==> src/rtl/lpd_pkg.sv <==
// Shared types and constants of the lidar packet deframer.
// Holds the frame phase encoding and the result record; depends on nothing.
`default_nettype none
package lpd_pkg;

    localparam logic [7:0]  SYNC_BYTE    = 8'hFA;
    localparam logic [7:0]  INDEX_FIRST  = 8'hA0;
    localparam logic [7:0]  INDEX_END    = 8'hDC;
    localparam logic [5:0]  POS_SPEED_LO = 6'd2;
    localparam logic [5:0]  POS_SPEED_HI = 6'd3;
    localparam logic [5:0]  POS_READ_LO  = 6'd4;
    localparam logic [5:0]  POS_READ_END = 6'd40;
    localparam logic [5:0]  POS_LAST     = 6'd41;
    localparam logic [2:0]  OFFSET_LAST  = 3'd5;
    localparam logic [2:0]  READ_LAST    = 3'd5;
    localparam logic [8:0]  ANGLE_TOP    = 9'd359;
    localparam logic [15:0] RPM_RECIP    = 16'd52429;
    localparam int          RPM_SHIFT    = 19;

    typedef enum logic [3:0] {
        PH_HUNT = 4'b0001,
        PH_SYNC = 4'b0010,
        PH_TAKE = 4'b0100,
        PH_SKIP = 4'b1000
    } phase_t;

    typedef struct packed {
        logic [8:0]  angle_deg;
        logic [19:0] range_mm;
        logic [15:0] intensity;
        logic [12:0] motor_rpm;
        logic        last_in_packet;
    } result_t;

endpackage
`default_nettype wire

==> src/rtl/lpd_input_stage.sv <==
// Input register of the lidar packet deframer.
// Captures one received byte per transfer; depends on no other file.
`default_nettype none
module lpd_input_stage
(
    input  wire logic       clk,
    input  wire logic       rst_n,
    input  wire logic       in_valid,
    output logic            in_ready,
    input  wire logic [7:0] rx_byte,
    input  wire logic       advance,
    output logic            byte_valid,
    output logic [7:0]      byte_data
);

    logic       valid_reg;
    logic       valid_next;
    logic [7:0] byte_reg;

    assign in_ready   = !valid_reg || advance;
    assign byte_valid = valid_reg;
    assign byte_data  = byte_reg;

    always_comb
    begin
        valid_next = valid_reg;
        if (in_ready)
        begin
            valid_next = in_valid;
        end
    end

    always_ff @(posedge clk or negedge rst_n)
    begin
        if (!rst_n)
        begin
            valid_reg <= 1'b0;
        end
        else
        begin
            valid_reg <= valid_next;
        end
    end

    always_ff @(posedge clk)
    begin
        if (in_ready && in_valid)
        begin
            byte_reg <= rx_byte;
        end
    end

endmodule
`default_nettype wire

==> src/rtl/lpd_framer.sv <==
// Framing state machine of the lidar packet deframer.
// Tracks sync, packet index and byte position and forms each reading; uses lpd_pkg.
`default_nettype none
module lpd_framer
    import lpd_pkg::*;
(
    input  wire logic       clk,
    input  wire logic       rst_n,
    input  wire logic       advance,
    input  wire logic [7:0] byte_data,
    output logic            result_valid,
    output result_t         result
);

    phase_t      phase_reg;
    phase_t      phase_next;
    logic [5:0]  pos_reg;
    logic [5:0]  pos_next;
    logic [5:0]  prev_reg;
    logic [5:0]  prev_next;
    logic [7:0]  speed_lo_reg;
    logic [7:0]  speed_lo_next;
    logic [12:0] rpm_reg;
    logic [12:0] rpm_next;
    logic [23:0] reading_reg;
    logic [23:0] reading_next;
    logic [2:0]  offset_reg;
    logic [2:0]  offset_next;
    logic [2:0]  read_idx_reg;
    logic [2:0]  read_idx_next;
    logic [8:0]  slot_reg;
    logic [8:0]  slot_next;

    logic [7:0]  index_diff;
    logic [5:0]  packet;
    logic [31:0] rpm_product;
    logic [19:0] range_raw;

    assign index_diff  = byte_data - INDEX_FIRST;
    assign packet      = index_diff[5:0];
    assign rpm_product = {byte_data, speed_lo_reg} * RPM_RECIP;
    assign range_raw   = {4'b0000, byte_data, reading_reg[23:16]};

    assign result.angle_deg      = ANGLE_TOP - slot_reg;
    assign result.range_mm       = (range_raw << 3) + (range_raw << 1);
    assign result.intensity      = reading_reg[15:0];
    assign result.motor_rpm      = rpm_reg;
    assign result.last_in_packet = (read_idx_reg == READ_LAST);

    always_comb
    begin
        phase_next    = phase_reg;
        pos_next      = pos_reg;
        prev_next     = prev_reg;
        speed_lo_next = speed_lo_reg;
        rpm_next      = rpm_reg;
        reading_next  = reading_reg;
        offset_next   = offset_reg;
        read_idx_next = read_idx_reg;
        slot_next     = slot_reg;
        result_valid  = 1'b0;
        if (advance)
        begin
            unique case (phase_reg)
                PH_HUNT:
                begin
                    if (byte_data == SYNC_BYTE)
                    begin
                        phase_next = PH_SYNC;
                    end
                end
                PH_SYNC:
                begin
                    if (byte_data >= INDEX_FIRST && byte_data < INDEX_END)
                    begin
                        pos_next      = POS_SPEED_LO;
                        offset_next   = 3'd0;
                        read_idx_next = 3'd0;
                        slot_next     = {1'b0, packet, 2'b00} + {2'b00, packet, 1'b0};
                        if (packet == 6'd0 || packet > prev_reg)
                        begin
                            prev_next  = packet;
                            phase_next = PH_TAKE;
                        end
                        else
                        begin
                            phase_next = PH_SKIP;
                        end
                    end
                    else if (byte_data != SYNC_BYTE)
                    begin
                        phase_next = PH_HUNT;
                    end
                end
                PH_TAKE, PH_SKIP:
                begin
                    if (phase_reg == PH_TAKE)
                    begin
                        if (pos_reg == POS_SPEED_LO)
                        begin
                            speed_lo_next = byte_data;
                        end
                        else if (pos_reg == POS_SPEED_HI)
                        begin
                            rpm_next = rpm_product[RPM_SHIFT +: 13];
                        end
                        else if (pos_reg >= POS_READ_LO && pos_reg < POS_READ_END)
                        begin
                            case (offset_reg)
                                3'd0: reading_next[7:0]   = byte_data;
                                3'd1: reading_next[15:8]  = byte_data;
                                3'd2: reading_next[23:16] = byte_data;
                                3'd3: result_valid        = 1'b1;
                                default: ;
                            endcase
                            if (offset_reg == OFFSET_LAST)
                            begin
                                offset_next   = 3'd0;
                                read_idx_next = read_idx_reg + 3'd1;
                                slot_next     = slot_reg + 9'd1;
                            end
                            else
                            begin
                                offset_next = offset_reg + 3'd1;
                            end
                        end
                    end
                    if (pos_reg >= POS_LAST)
                    begin
                        phase_next = PH_HUNT;
                        pos_next   = 6'd0;
                    end
                    else
                    begin
                        pos_next = pos_reg + 6'd1;
                    end
                end
                default:
                begin
                    phase_next = PH_HUNT;
                end
            endcase
        end
    end

    always_ff @(posedge clk or negedge rst_n)
    begin
        if (!rst_n)
        begin
            phase_reg <= PH_HUNT;
            pos_reg   <= 6'd0;
            prev_reg  <= 6'd0;
        end
        else
        begin
            phase_reg <= phase_next;
            pos_reg   <= pos_next;
            prev_reg  <= prev_next;
        end
    end

    always_ff @(posedge clk)
    begin
        speed_lo_reg <= speed_lo_next;
        rpm_reg      <= rpm_next;
        reading_reg  <= reading_next;
        offset_reg   <= offset_next;
        read_idx_reg <= read_idx_next;
        slot_reg     <= slot_next;
    end

    a_result_only_in_take: assert property (@(posedge clk) disable iff (!rst_n)
        result_valid |-> (phase_reg == PH_TAKE && advance))
        else $error("result formed outside an accepted packet");

    a_position_in_range: assert property (@(posedge clk) disable iff (!rst_n)
        pos_reg <= POS_LAST)
        else $error("byte position beyond packet length");

    a_packet_position: assert property (@(posedge clk) disable iff (!rst_n)
        (phase_reg == PH_TAKE || phase_reg == PH_SKIP) |-> pos_reg >= POS_SPEED_LO)
        else $error("inside a packet before its speed bytes");

    a_packet_end_hunts: assert property (@(posedge clk) disable iff (!rst_n)
        (advance && pos_reg == POS_LAST
         && (phase_reg == PH_TAKE || phase_reg == PH_SKIP))
        |=> (phase_reg == PH_HUNT && pos_reg == 6'd0))
        else $error("packet end did not return to hunting");

endmodule
`default_nettype wire

==> src/rtl/lpd_result_stage.sv <==
// Result register of the lidar packet deframer.
// Holds one reading until its transfer completes; uses the result_t type of lpd_pkg.
`default_nettype none
module lpd_result_stage
    import lpd_pkg::*;
(
    input  wire logic    clk,
    input  wire logic    rst_n,
    input  wire logic    load,
    input  wire logic    load_valid,
    input  wire result_t load_result,
    output logic         space,
    output logic         out_valid,
    input  wire logic    out_ready,
    output result_t      held
);

    logic    valid_reg;
    logic    valid_next;
    result_t result_reg;

    assign space     = !valid_reg || out_ready;
    assign out_valid = valid_reg;
    assign held      = result_reg;

    always_comb
    begin
        valid_next = valid_reg;
        if (load)
        begin
            valid_next = load_valid;
        end
        else if (out_ready)
        begin
            valid_next = 1'b0;
        end
    end

    always_ff @(posedge clk or negedge rst_n)
    begin
        if (!rst_n)
        begin
            valid_reg <= 1'b0;
        end
        else
        begin
            valid_reg <= valid_next;
        end
    end

    always_ff @(posedge clk)
    begin
        if (load && load_valid)
        begin
            result_reg <= load_result;
        end
    end

endmodule
`default_nettype wire

==> src/rtl/lidar_packet_deframer.sv <==
// Lidar packet deframer top level: input register, framing logic, result register.
// A byte is held in the input register, and its reading in the result register, on the way to the outputs.
// Throughput is one byte per cycle while the result side keeps taking readings.
// Reset is asynchronous and active low; it clears framing to hunting for sync.
// Depends on lpd_pkg, lpd_input_stage, lpd_framer and lpd_result_stage.
`default_nettype none
module lidar_packet_deframer
    import lpd_pkg::*;
(
    input  wire logic       clk,
    input  wire logic       rst_n,
    input  wire logic       in_valid,
    output logic            in_ready,
    input  wire logic [7:0] rx_byte,
    output logic            out_valid,
    input  wire logic       out_ready,
    output logic [8:0]      angle_deg,
    output logic [19:0]     range_mm,
    output logic [15:0]     intensity,
    output logic [12:0]     motor_rpm,
    output logic            last_in_packet
);

    logic       byte_valid;
    logic [7:0] byte_data;
    logic       space;
    logic       advance;
    logic       result_valid;
    result_t    result;
    result_t    held;

    assign advance = byte_valid && space;

    lpd_input_stage u_input (
        .clk        (clk),
        .rst_n      (rst_n),
        .in_valid   (in_valid),
        .in_ready   (in_ready),
        .rx_byte    (rx_byte),
        .advance    (advance),
        .byte_valid (byte_valid),
        .byte_data  (byte_data)
    );

    lpd_framer u_framer (
        .clk          (clk),
        .rst_n        (rst_n),
        .advance      (advance),
        .byte_data    (byte_data),
        .result_valid (result_valid),
        .result       (result)
    );

    lpd_result_stage u_result (
        .clk         (clk),
        .rst_n       (rst_n),
        .load        (advance),
        .load_valid  (result_valid),
        .load_result (result),
        .space       (space),
        .out_valid   (out_valid),
        .out_ready   (out_ready),
        .held        (held)
    );

    assign angle_deg      = held.angle_deg;
    assign range_mm       = held.range_mm;
    assign intensity      = held.intensity;
    assign motor_rpm      = held.motor_rpm;
    assign last_in_packet = held.last_in_packet;

endmodule
`default_nettype wire
==> config.mk <==
export PLATFORM = sky130hd
export DESIGN_NAME = lidar_packet_deframer
export DESIGN_NICKNAME = d
export VERILOG_FILES = /design/src/rtl/lpd_pkg.sv /design/src/rtl/lpd_input_stage.sv /design/src/rtl/lpd_framer.sv /design/src/rtl/lpd_result_stage.sv /design/src/rtl/lidar_packet_deframer.sv
export SDC_FILE = /design/constraint.sdc
export NUM_CORES = 1
export LEC_CHECK = 0
export BUFFER_PORTS_ARGS = -buffer_cell sky130_fd_sc_hd__buf_2
export CAP_MARGIN = 20
export CORE_MARGIN = 1
export CORE_UTILIZATION = 28
export DETAILED_ROUTE_END_ITERATION = 10
export GPL_TIMING_DRIVEN = 0
export PLACE_DENSITY_LB_ADDON = 0.3
export RECOVER_POWER = 25
export SYNTH_ARGS = -nofsm -noshare
export SYNTH_HDL_FRONTEND = slang
export SYNTH_SLANG_ARGS = --single-unit
==> constraint.sdc <==
create_clock -name clk -period 6.5 [get_ports clk]
set_input_delay 1.3 -clock clk [delete_from_list [all_inputs] [get_ports clk]]
set_output_delay 1.3 -clock clk [all_outputs]
set_load 0.05 [all_outputs]
# --- Word-level counts from Yosys, hierarchy flattened ---
# Cells that the tools add are included.
# Widths: inputs -> output; s select.
totals:
  regBits: 145
  latchBits: 0
  ram_bits: 0
  rom_bits: 0
  in_bits: 12
  out_inout_bits: 61
  elab_cells: 121
  mem_count: 0
op_classes:
  addsub: 8
  multipliers: 1
  n_div: 0
  order_cmp: 6
  n_eq_ne: 22
  shifts: 0
  mux: 38
  n_bitwise: 2
  reduce_logical: 25
ops:
  columns: ["cell", "count"]
  rows:
  - ["$mux 9", 6]
  - ["$mux 3", 11]
  - ["$mul 16x16->32 const B", 1]
  - ["$reduce_and 7->1", 4]
  - ["$add 19x17->20", 1]
  - ["$mux 4", 5]
  - ["$pmux 9 s2", 1]
  - ["$eq 6x2->1 const B", 2]
  - ["$mux 6", 2]
  - ["$ne 2x1->1 const B", 6]
  - ["$pmux 3 s2", 2]
  - ["$pmux 4 s3", 1]
  - ["$pmux 6 s2", 1]
  - ["$reduce_and 4->1", 3]
  - ["$add 8x7->9", 1]
  - ["$add 9x1->9 const B", 1]
  - ["$mux 1", 9]
  - ["$sub 9x9->9 const A", 1]
  - ["$eq 8x8->1 const B", 1]
  - ["$ge 8x8->1 const B", 1]
  - ["$lt 8x8->1 const B", 1]
  - ["$ne 8x8->1 const B", 1]
  - ["$reduce_and 8->1", 1]
  - ["$add 3x1->3 const B", 2]
  - ["25 further kinds", 37]

# --- Depth between registers and ports, before layout ---
# Gate-level depths: netlist of the first run.
depth:
  depth_word: 9
  mapped_depth: 20
  ltp_nobuf: 20

# --- By module ---
# A second synthesis of the first run with hierarchy kept.
hier_totals:
  hier_cells: 944
  area_unflattened_um2: 11070.6
modules_own_cells:
  columns: ["module", "n_inst", "cells_per_inst", "area_each_um2", "seq_area_each_um2"]
  rows:
  - ["lpd_framer", 1, 868, 8943.6, 2203.4]
  - ["lpd_result_stage", 1, 63, 1826.8, 1796.7]
  - ["lpd_input_stage", 1, 12, 294.0, 265.3]
  - ["lidar_packet_deframer", 1, 1, 6.3, 0.0]

# --- Least setup slack after synthesis of the first run ---
# OpenSTA, ideal clock, no wires.
synth_timing:
  kind: "register -> register"
  from: "reg u_input.byte_reg[0] (netlist: u_input.byte_data[0])"
  to: "reg u_framer.rpm_reg[10] (data pin)"
  setup_time_ns: 0.266
  arrival_time_ns: 5.125
  required_ns: 6.234
  slack_ns: 1.109
  stages_incl_launch_ff: 19
  path_buffers: 0
  synth_period_minus_slack_ns: 5.391
  path_cell_list: "edfxtp_1 ha_1 inv_1 fa_1 inv_1 fa_1 fa_1 fa_1 inv_1 fa_1 inv_1 ha_1 a21oi_1 o21ai_1 a21oi_1 and2b_1 o31ai_4 o221ai_1 xor2_1"
synth_between:
  elab_chain_len: 1
synth_lines:
  columns: ["item", "line", "rtl"]
  rows:
  - ["from (decl)", "lpd_input_stage.sv:18", "logic [7:0] byte_reg;"]
  - ["from (signal assigned)", "lpd_input_stage.sv:49", "byte_reg <= rx_byte;"]
  - ["$mul 16x16->32", "lpd_framer.sv:41", "assign rpm_product = {byte_data, speed_lo_reg} * RPM_RECIP;"]
  - ["named net u_framer.rpm_product[29]", "lpd_framer.sv:36", "logic [31:0] rpm_product;"]
  - ["to (signal assigned)", "lpd_framer.sv:165", "rpm_reg <= rpm_next;"]
  - ["to (decl)", "lpd_framer.sv:23", "logic [12:0] rpm_reg;"]
# The timed path passes the listed nets, and every way through them passes these cells.
# A chain may end at the register's enable or synchronous reset.

# --- Worst setup path in the final report of the first run ---
layout_timing:
  from: "reg u_input.byte_reg[1] (netlist: u_input.byte_data[1])"
  to: "reg u_framer.rpm_reg[10] (data pin)"
# The elaborated chain is that of the path after synthesis.

==> reports/metrics.yaml, run 1 <==
netlist_area_sq_um: 11000
ys_async_sr_fraction_pct: 12.5
worstMarginPinSlew_ns: 1.05
dieWidth_um: 200
synth_ff_type: "edfxtp_1"
syn_to_final_growth_pct: 16.4
post_cts_resized: 0
drc: 0
crit_path_end_kind: "flop"
grt_use_total_pct: 12.1
wl_um: 22900
required_ns: 6.68
first_pass_iters: 4
cts_buffers: 17
ir_drop_mv: 0.214
netlist_top_cells_count: "inv_1 (207), ha_1 (174), edfxtp_1 (126)"
synthCells: 936
antenna_found_initial: 0
yosysMostFrequentCell: "inv_1"
internal_power_mw: 2.51
start_kind: "flop"
power.density_nw_per_um2: 320
ant_nets: 0
wl_per_cell_um: 14.5
report.final.hold_viol_count: 0
ios: 73
leakagePower_nw: 5.89
clkPwrFrac_pct: 25.6
slew_headroom_pct: 30.2
root_buffer: "clkbuf_16"
tritoncts: "built"
fmax_ghz: 0.162
setup_viol: 0
clk_pin_slew_ns: 0.06
grt_pass1_vias: 6959
ctsLongestPathBuffers: 2
initial_utilization_pct: 28.3
seqPwrFrac_pct: 27.9
synth_top_area_share_pct: 34.5
syn_nets: 1206
vias_per_cell: 4.36
syn_area_per_cell_sq_um: 11.7
antenna-diode-count: 0
maxSlewViolCount: 0
switching_share_pct: 38.4
synth_area_leaders: "edfxtp_1 (35%), ha_1 (20%), fa_1 (15%), inv_1 (7.1%), dfrtp_1 (3.9%)"
cts.sink_count: 144
synth-seq-cells: 144
dp.cells: 1528
period_share_pct: 94.7
grt_overflow: 0
power_frac_comb_pct: 46.5
yosysUniqueCellTypes: 63
layout-drive-gt1-share_pct: 13.0
port_buffers: 71
synth_edf_count: 126
yosys.area.top_type: "edfxtp_1"
ctsHoldBuffers: 0
instances_no_fill: 1579
die_area_sq_um: 39900
cts_max_level: 4
skew_ns: 0.0106
final_util_pct: 33.0
core_sq_um: 38600
dr_total_vias: 6881
grt_pass1_wl_um: 36800
drv_cap: 0
rsz0062_at_grt: "no"
gp_congestion: 0.850
status: "finished, final reports clean"
power_switching_mw: 1.57
clkLatencyLatePin_ns: 0.44
grt_max_degree: 45
cp_max_fo: 14
hpwlAfterDp_um: 17800
placed_area_sq_um: 12000
arrival_ns: 6.33
yosys_warnings: 0
period_needed_ns: 6.16
final_nets: 1318
hold_class: "reg2reg"
drt_iter0_markers: 337
yosysSeqAreaShare_pct: 38.7
path_class: "reg2reg"
stdcell_area_sq_um: 12700
fin_setup_tns_ns: 0
die_h_um: 200
num_rows: 72
largest_register_ff_count: 58
## critical path, stage by stage (launching register included)
cell and delay, ns:
edfxtp_1 0.89, inv_1 0.30, ha_1 0.49, ha_1 0.37, fa_1 0.54, inv_1 0.05, fa_1 0.55, inv_1 0.06
fa_1 0.53, inv_1 0.06, fa_1 0.53, inv_1 0.04, ha_1 0.33, a21oi_1 0.13, and2b_1 0.29, o31ai_4 0.37
o221ai_1 0.19, xor2_1 0.17
## what timing repair did
action / 4_1_cts / 5_1_grt
gates cloned: 0 / 0
buffers inserted: 2 / 17
endpoints found under the setup margin: 6 / 9
## worst paths after layout
check	cells after the start	slack (ns)	startpoint	endpoint
worst min register to register	0	0.42	u_framer.reading_reg[3]$_DFFE_PP_	u_result.held[17]$_DFFE_PP_
worst max-delay path	17	0.34	u_input.byte_data[1]$_DFFE_PP_	u_framer.rpm_reg[10]$_DFFE_PP_
worst max register to register	17	0.34	u_input.byte_data[1]$_DFFE_PP_	u_framer.rpm_reg[10]$_DFFE_PP_
max in group asynchronous	1	4.84	rst_n	u_framer.prev_reg[4]$_DFFE_PN0P_
min in group asynchronous	1	1.03	rst_n	u_input.byte_valid$_DFFE_PN0N_
worst min-delay path	0	0.42	u_framer.reading_reg[3]$_DFFE_PP_	u_result.held[17]$_DFFE_PP_
## power by group through the flow
stage	Sequential [mW]	Combinational (mW)	Clock (mW)
3_5_place_dp	1.17	1.87	0
4_1_cts	1.15	1.91	1.07
2_1_floorplan	1.15	1.46	0
6_report	1.14	1.90	1.04
3_3_place_gp	1.17	1.84	0
5_1_grt	1.14	2.21	1.10
## per-stage QoR
step           hold WS [ns]  setup WS, ns  power, mW
2_1_floorplan         0.400          1.11       2.61
3_3_place_gp          0.401       -0.0636       3.02
3_5_place_dp          0.405       -0.0251       3.05
4_1_cts               0.415        0.0428       4.13
5_1_grt               0.418       0.00529       4.45
6_report              0.415         0.343       4.08
## routing by layer
layer | part of all wire [%] | wire length [um] | vias to the layer above | global-route usage (%)
met5 | 0 | 0 | - | 0
met4 | 1.6 | 367 | 0 | 3.96
met3 | 3.9 | 903 | 24 | 1.85
met2 | 48 | 11000 | 116 | 20.6
met1 | 46 | 10600 | 3371 | 15.8
li1 | - | - | 3370 | -
## final cells by class
type                    instances  area (sq um)
fillers                      3849         25900
multi-input cells             580          5920
flip-flops and latches        144          4240
inverters                     207           777
well taps                     518           648
repair buffers                 93           509
clock buffers                  18           429
clock inverters                14           199
plain buffers                   5          23.8
## cell usage in the layout, fill, tap and decap left out, types with 8 or more instances in the layout
cell type / count
edfxtp_1: 126
o21a_1: 8
xnor2_1: 29
buf_4: 13
a21o_1: 9
clkbuf_1: 12
buf_2: 71
xor2_1: 15
o21ai_0: 18
nor2_1: 39
clkbuf_16: 17
and3_1: 8
nand3_1: 11
fa_1: 84
dfrtp_1: 17
nor3_1: 13
nand2_1: 40
ha_1: 174
inv_1: 206
a21oi_1: 29
## cell families after synthesis
kind of cell | after synthesis | synth area share, %
flip-flops | 144 | 38.7
other | 1 | 0.0342
XOR/XNOR | 44 | 3.52
buffers and inverters | 212 | 7.31
AND/OR/NAND/NOR | 154 | 7.01
multiplexers | 9 | 0.891
AO/OA/AOI/OAI | 114 | 7.33
adder cells (fa/ha/maj) | 258 | 35.2
No activity file was read; power rests on OpenSTA's default activity.
==> run 2: changes to the inputs <==
--- a/config.mk
+++ b/config.mk
@@ -11,7 +11,6 @@
 export CORE_UTILIZATION = 28
 export DETAILED_ROUTE_END_ITERATION = 10
 export GPL_TIMING_DRIVEN = 0
-export PLACE_DENSITY_LB_ADDON = 0.3
 export RECOVER_POWER = 25
 export SYNTH_ARGS = -nofsm -noshare
 export SYNTH_HDL_FRONTEND = slang
==> reports/metrics.yaml, run 2 (same netlist as run 1, synthesis figures left out) <==
ios: 73  # unchanged
drt_iter0_markers: 245  # -27%
rsz0062_at_grt: "no"
fillers: 3818  # -0.81%
top_layer: "met4"
crit_path_end_kind: "flop"
grt_pass1_wl_um: 35800  # -2.7%
die_h_um: 200  # unchanged
maxSlewViolCount: 0  # unchanged
period_share_pct: 94.5  # -0.22 points
worstMarginPinSlew_ns: 1.05  # +0.00592 ns
hold_class: "reg2reg"
wl_um: 22300  # -2.7%
layout-drive-gt1-share_pct: 13.9  # +0.88 points
fmax_ghz: 0.163  # +0.23%
grt_max_degree: 46  # +2.2%
grt_use_total_pct: 11.7  # -0.40 points
grt_pass1_vias: 6929  # -0.43%
report.final.hold_viol_count: 0  # unchanged
setup_viol: 0  # unchanged
cts_max_level: 4  # unchanged
ctsLongestPathBuffers: 2  # unchanged
cts.sink_count: 144  # unchanged
ant_nets: 0  # unchanged
die_area_sq_um: 39900  # unchanged
required_ns: 6.67  # about the same
cp_max_fo: 9  # -5
grt_overflow: 0  # unchanged
wl_met1_um: 9770  # -8.1%
gp_congestion: 0.844  # -0.66%
path_class: "reg2reg"
antenna-diode-count: 0  # unchanged
register_area_sq_um: 4240  # unchanged
status: "finished, final reports clean"
met3RoutedLength_um: 1070  # +19%
final_nets: 1330  # +0.91%
dp_slack_ns: 0.0419  # +0.0670 ns
ctsHoldBuffers: 0  # unchanged
clk_pin_slew_ns: 0.07  # about the same
first_pass_iters: 5  # +1
fin_setup_tns_ns: 0  # unchanged
syn_to_final_growth_pct: 16.6
wl_met2_um: 11100  # +0.69%
largest_register_ff_count: 58  # unchanged
power.density_nw_per_um2: 311  # -2.8%
arrival_ns: 6.31  # -0.02 ns
wl_per_cell_um: 14.0  # -3.5%
crit_top_cell: "inv_1"
cp_num_buf_inv: 6  # +1
port_buffers: 71  # unchanged
initial_utilization_pct: 28.3  # unchanged
worst_slack_ns: 0.357  # +0.0140 ns
skew_ns: 0.0101  # -0.000414 ns
leakagePower_nw: 5.92  # +0.61%
root_buffer: "clkbuf_16"
path_cells: "clkbuf_1, inv_1, ha_1, ha_1, inv_1, fa_1, inv_1, fa_1, fa_1, inv_1, fa_1, inv_1, ha_1, a211oi_1, nor2_1, a21oi_1, a211oi_4, o31ai_4, o221ai_1, xor2_1"
max_stage_delay_ns: 0.56  # -0.33 ns
vias_per_cell: 4.35  # -0.18%
tritoncts: "built"
drc: 0  # unchanged
final_cell_mix: "inv_1 (206), ha_1 (174), edfxtp_1 (126), fa_1 (84), buf_2 (71)"
start_kind: "flop"
drv_cap: 0  # unchanged
cp_top_family: "adder cells"
multi_input_area_sq_um: 5920  # unchanged
ir_drop_mv: 0.221  # +3.2%
mostFrequentLayoutCell: "inv_1"
antenna_found_initial: 0  # unchanged
slew_headroom_pct: 29.8  # -0.39 points
final_util_pct: 33.1  # +0.078 points
clkLatencyLatePin_ns: 0.43  # about the same
num_rows: 72  # unchanged
period_needed_ns: 6.14  # -0.0140 ns
dr_total_vias: 6921  # +0.58%
post_cts_resized: 0  # unchanged
cpMaxStageDelayCell: "fa_1"
core_sq_um: 38600  # unchanged
cts_buffers: 17  # unchanged
hpwlAfterDp_um: 17400  # -1.9%
dieWidth_um: 200  # unchanged
-- run 2: cell count changes in the layout (fill, tap and decap cells not counted) --
| cell | previous run | this run |
|---|---|---|
| buf_4 | 13 | 20 |
| inv_6 | 3 | 4 |
| clkinv_8 | 1 | 0 |
| clkbuf_4 | 1 | 4 |
| bufinv_16 | 3 | 1 |
| clkinvlp_4 | 2 | 1 |
| inv_8 | 3 | 4 |
| clkinv_2 | 0 | 3 |
| clkbuf_1 | 12 | 13 |
-- run 2: path summary, 6_finish.rpt --
path	startpoint	endpoint	slack, ns	cells past startpoint
worst max-delay path	u_input.byte_data[2]$_DFFE_PP_	u_framer.rpm_reg[10]$_DFFE_PP_	0.36	20
min in group asynchronous	rst_n	u_input.byte_valid$_DFFE_PN0N_	1.04	1
max in group asynchronous	rst_n	u_result.out_valid$_DFFE_PN0P_	4.83	1
worst max register to register	u_input.byte_data[2]$_DFFE_PP_	u_framer.rpm_reg[10]$_DFFE_PP_	0.36	20
worst min-delay path	u_framer.rpm_reg[8]$_DFFE_PP_	u_result.held[9]$_DFFE_PP_	0.42	0
worst min register to register	u_framer.rpm_reg[8]$_DFFE_PP_	u_result.held[9]$_DFFE_PP_	0.42	0
-- run 2: per-stage QoR --
stage	power (mW)	hold WS, ns	instance area (sq um)	std cells
after global placement	2.99	0.403	12000	1525
after detailed placement	3.02	0.405	12000	1528
after global routing	4.33	0.425	12800	1591
final	3.98	0.418	12800	1591
after floorplan	2.61	0.400	11000	936
after CTS	4.01	0.413	12600	1561
-- run 2: power by group --
part           internal (mW)  switching, mW
logic                  0.791           1.09
registers               1.11         0.0275
clock network          0.540          0.417
total                   2.44           1.54
-- run 2: cell type report --
| class | instances | area share [%] |
|---|---|---|
| repair buffers | 105 | 4.63 |
| flip-flops and latches | 144 | 33.2 |
| multi-input cells | 580 | 46.4 |
| well taps | 518 | 5.07 |
| clock buffers | 17 | 3.33 |
| clock inverters | 15 | 1.18 |
| plain buffers | 5 | 0.186 |
| inverters | 207 | 6.08 |
-- run 2: per-layer routing --
| layer | global-route usage [%] | vias up |
|---|---|---|
| met1 | 14.6 | 3342 |
| met3 | 2.40 | 26 |
| met2 | 20.4 | 154 |
| met4 | 3.53 | 0 |
| met5 | 0 | - |
| li1 | - | 3399 |
-- run 2: what timing repair did --
action,4_1_cts,5_1_grt
endpoints found under the setup margin,3,9
setup buffers,1,30
gates cloned,0,0
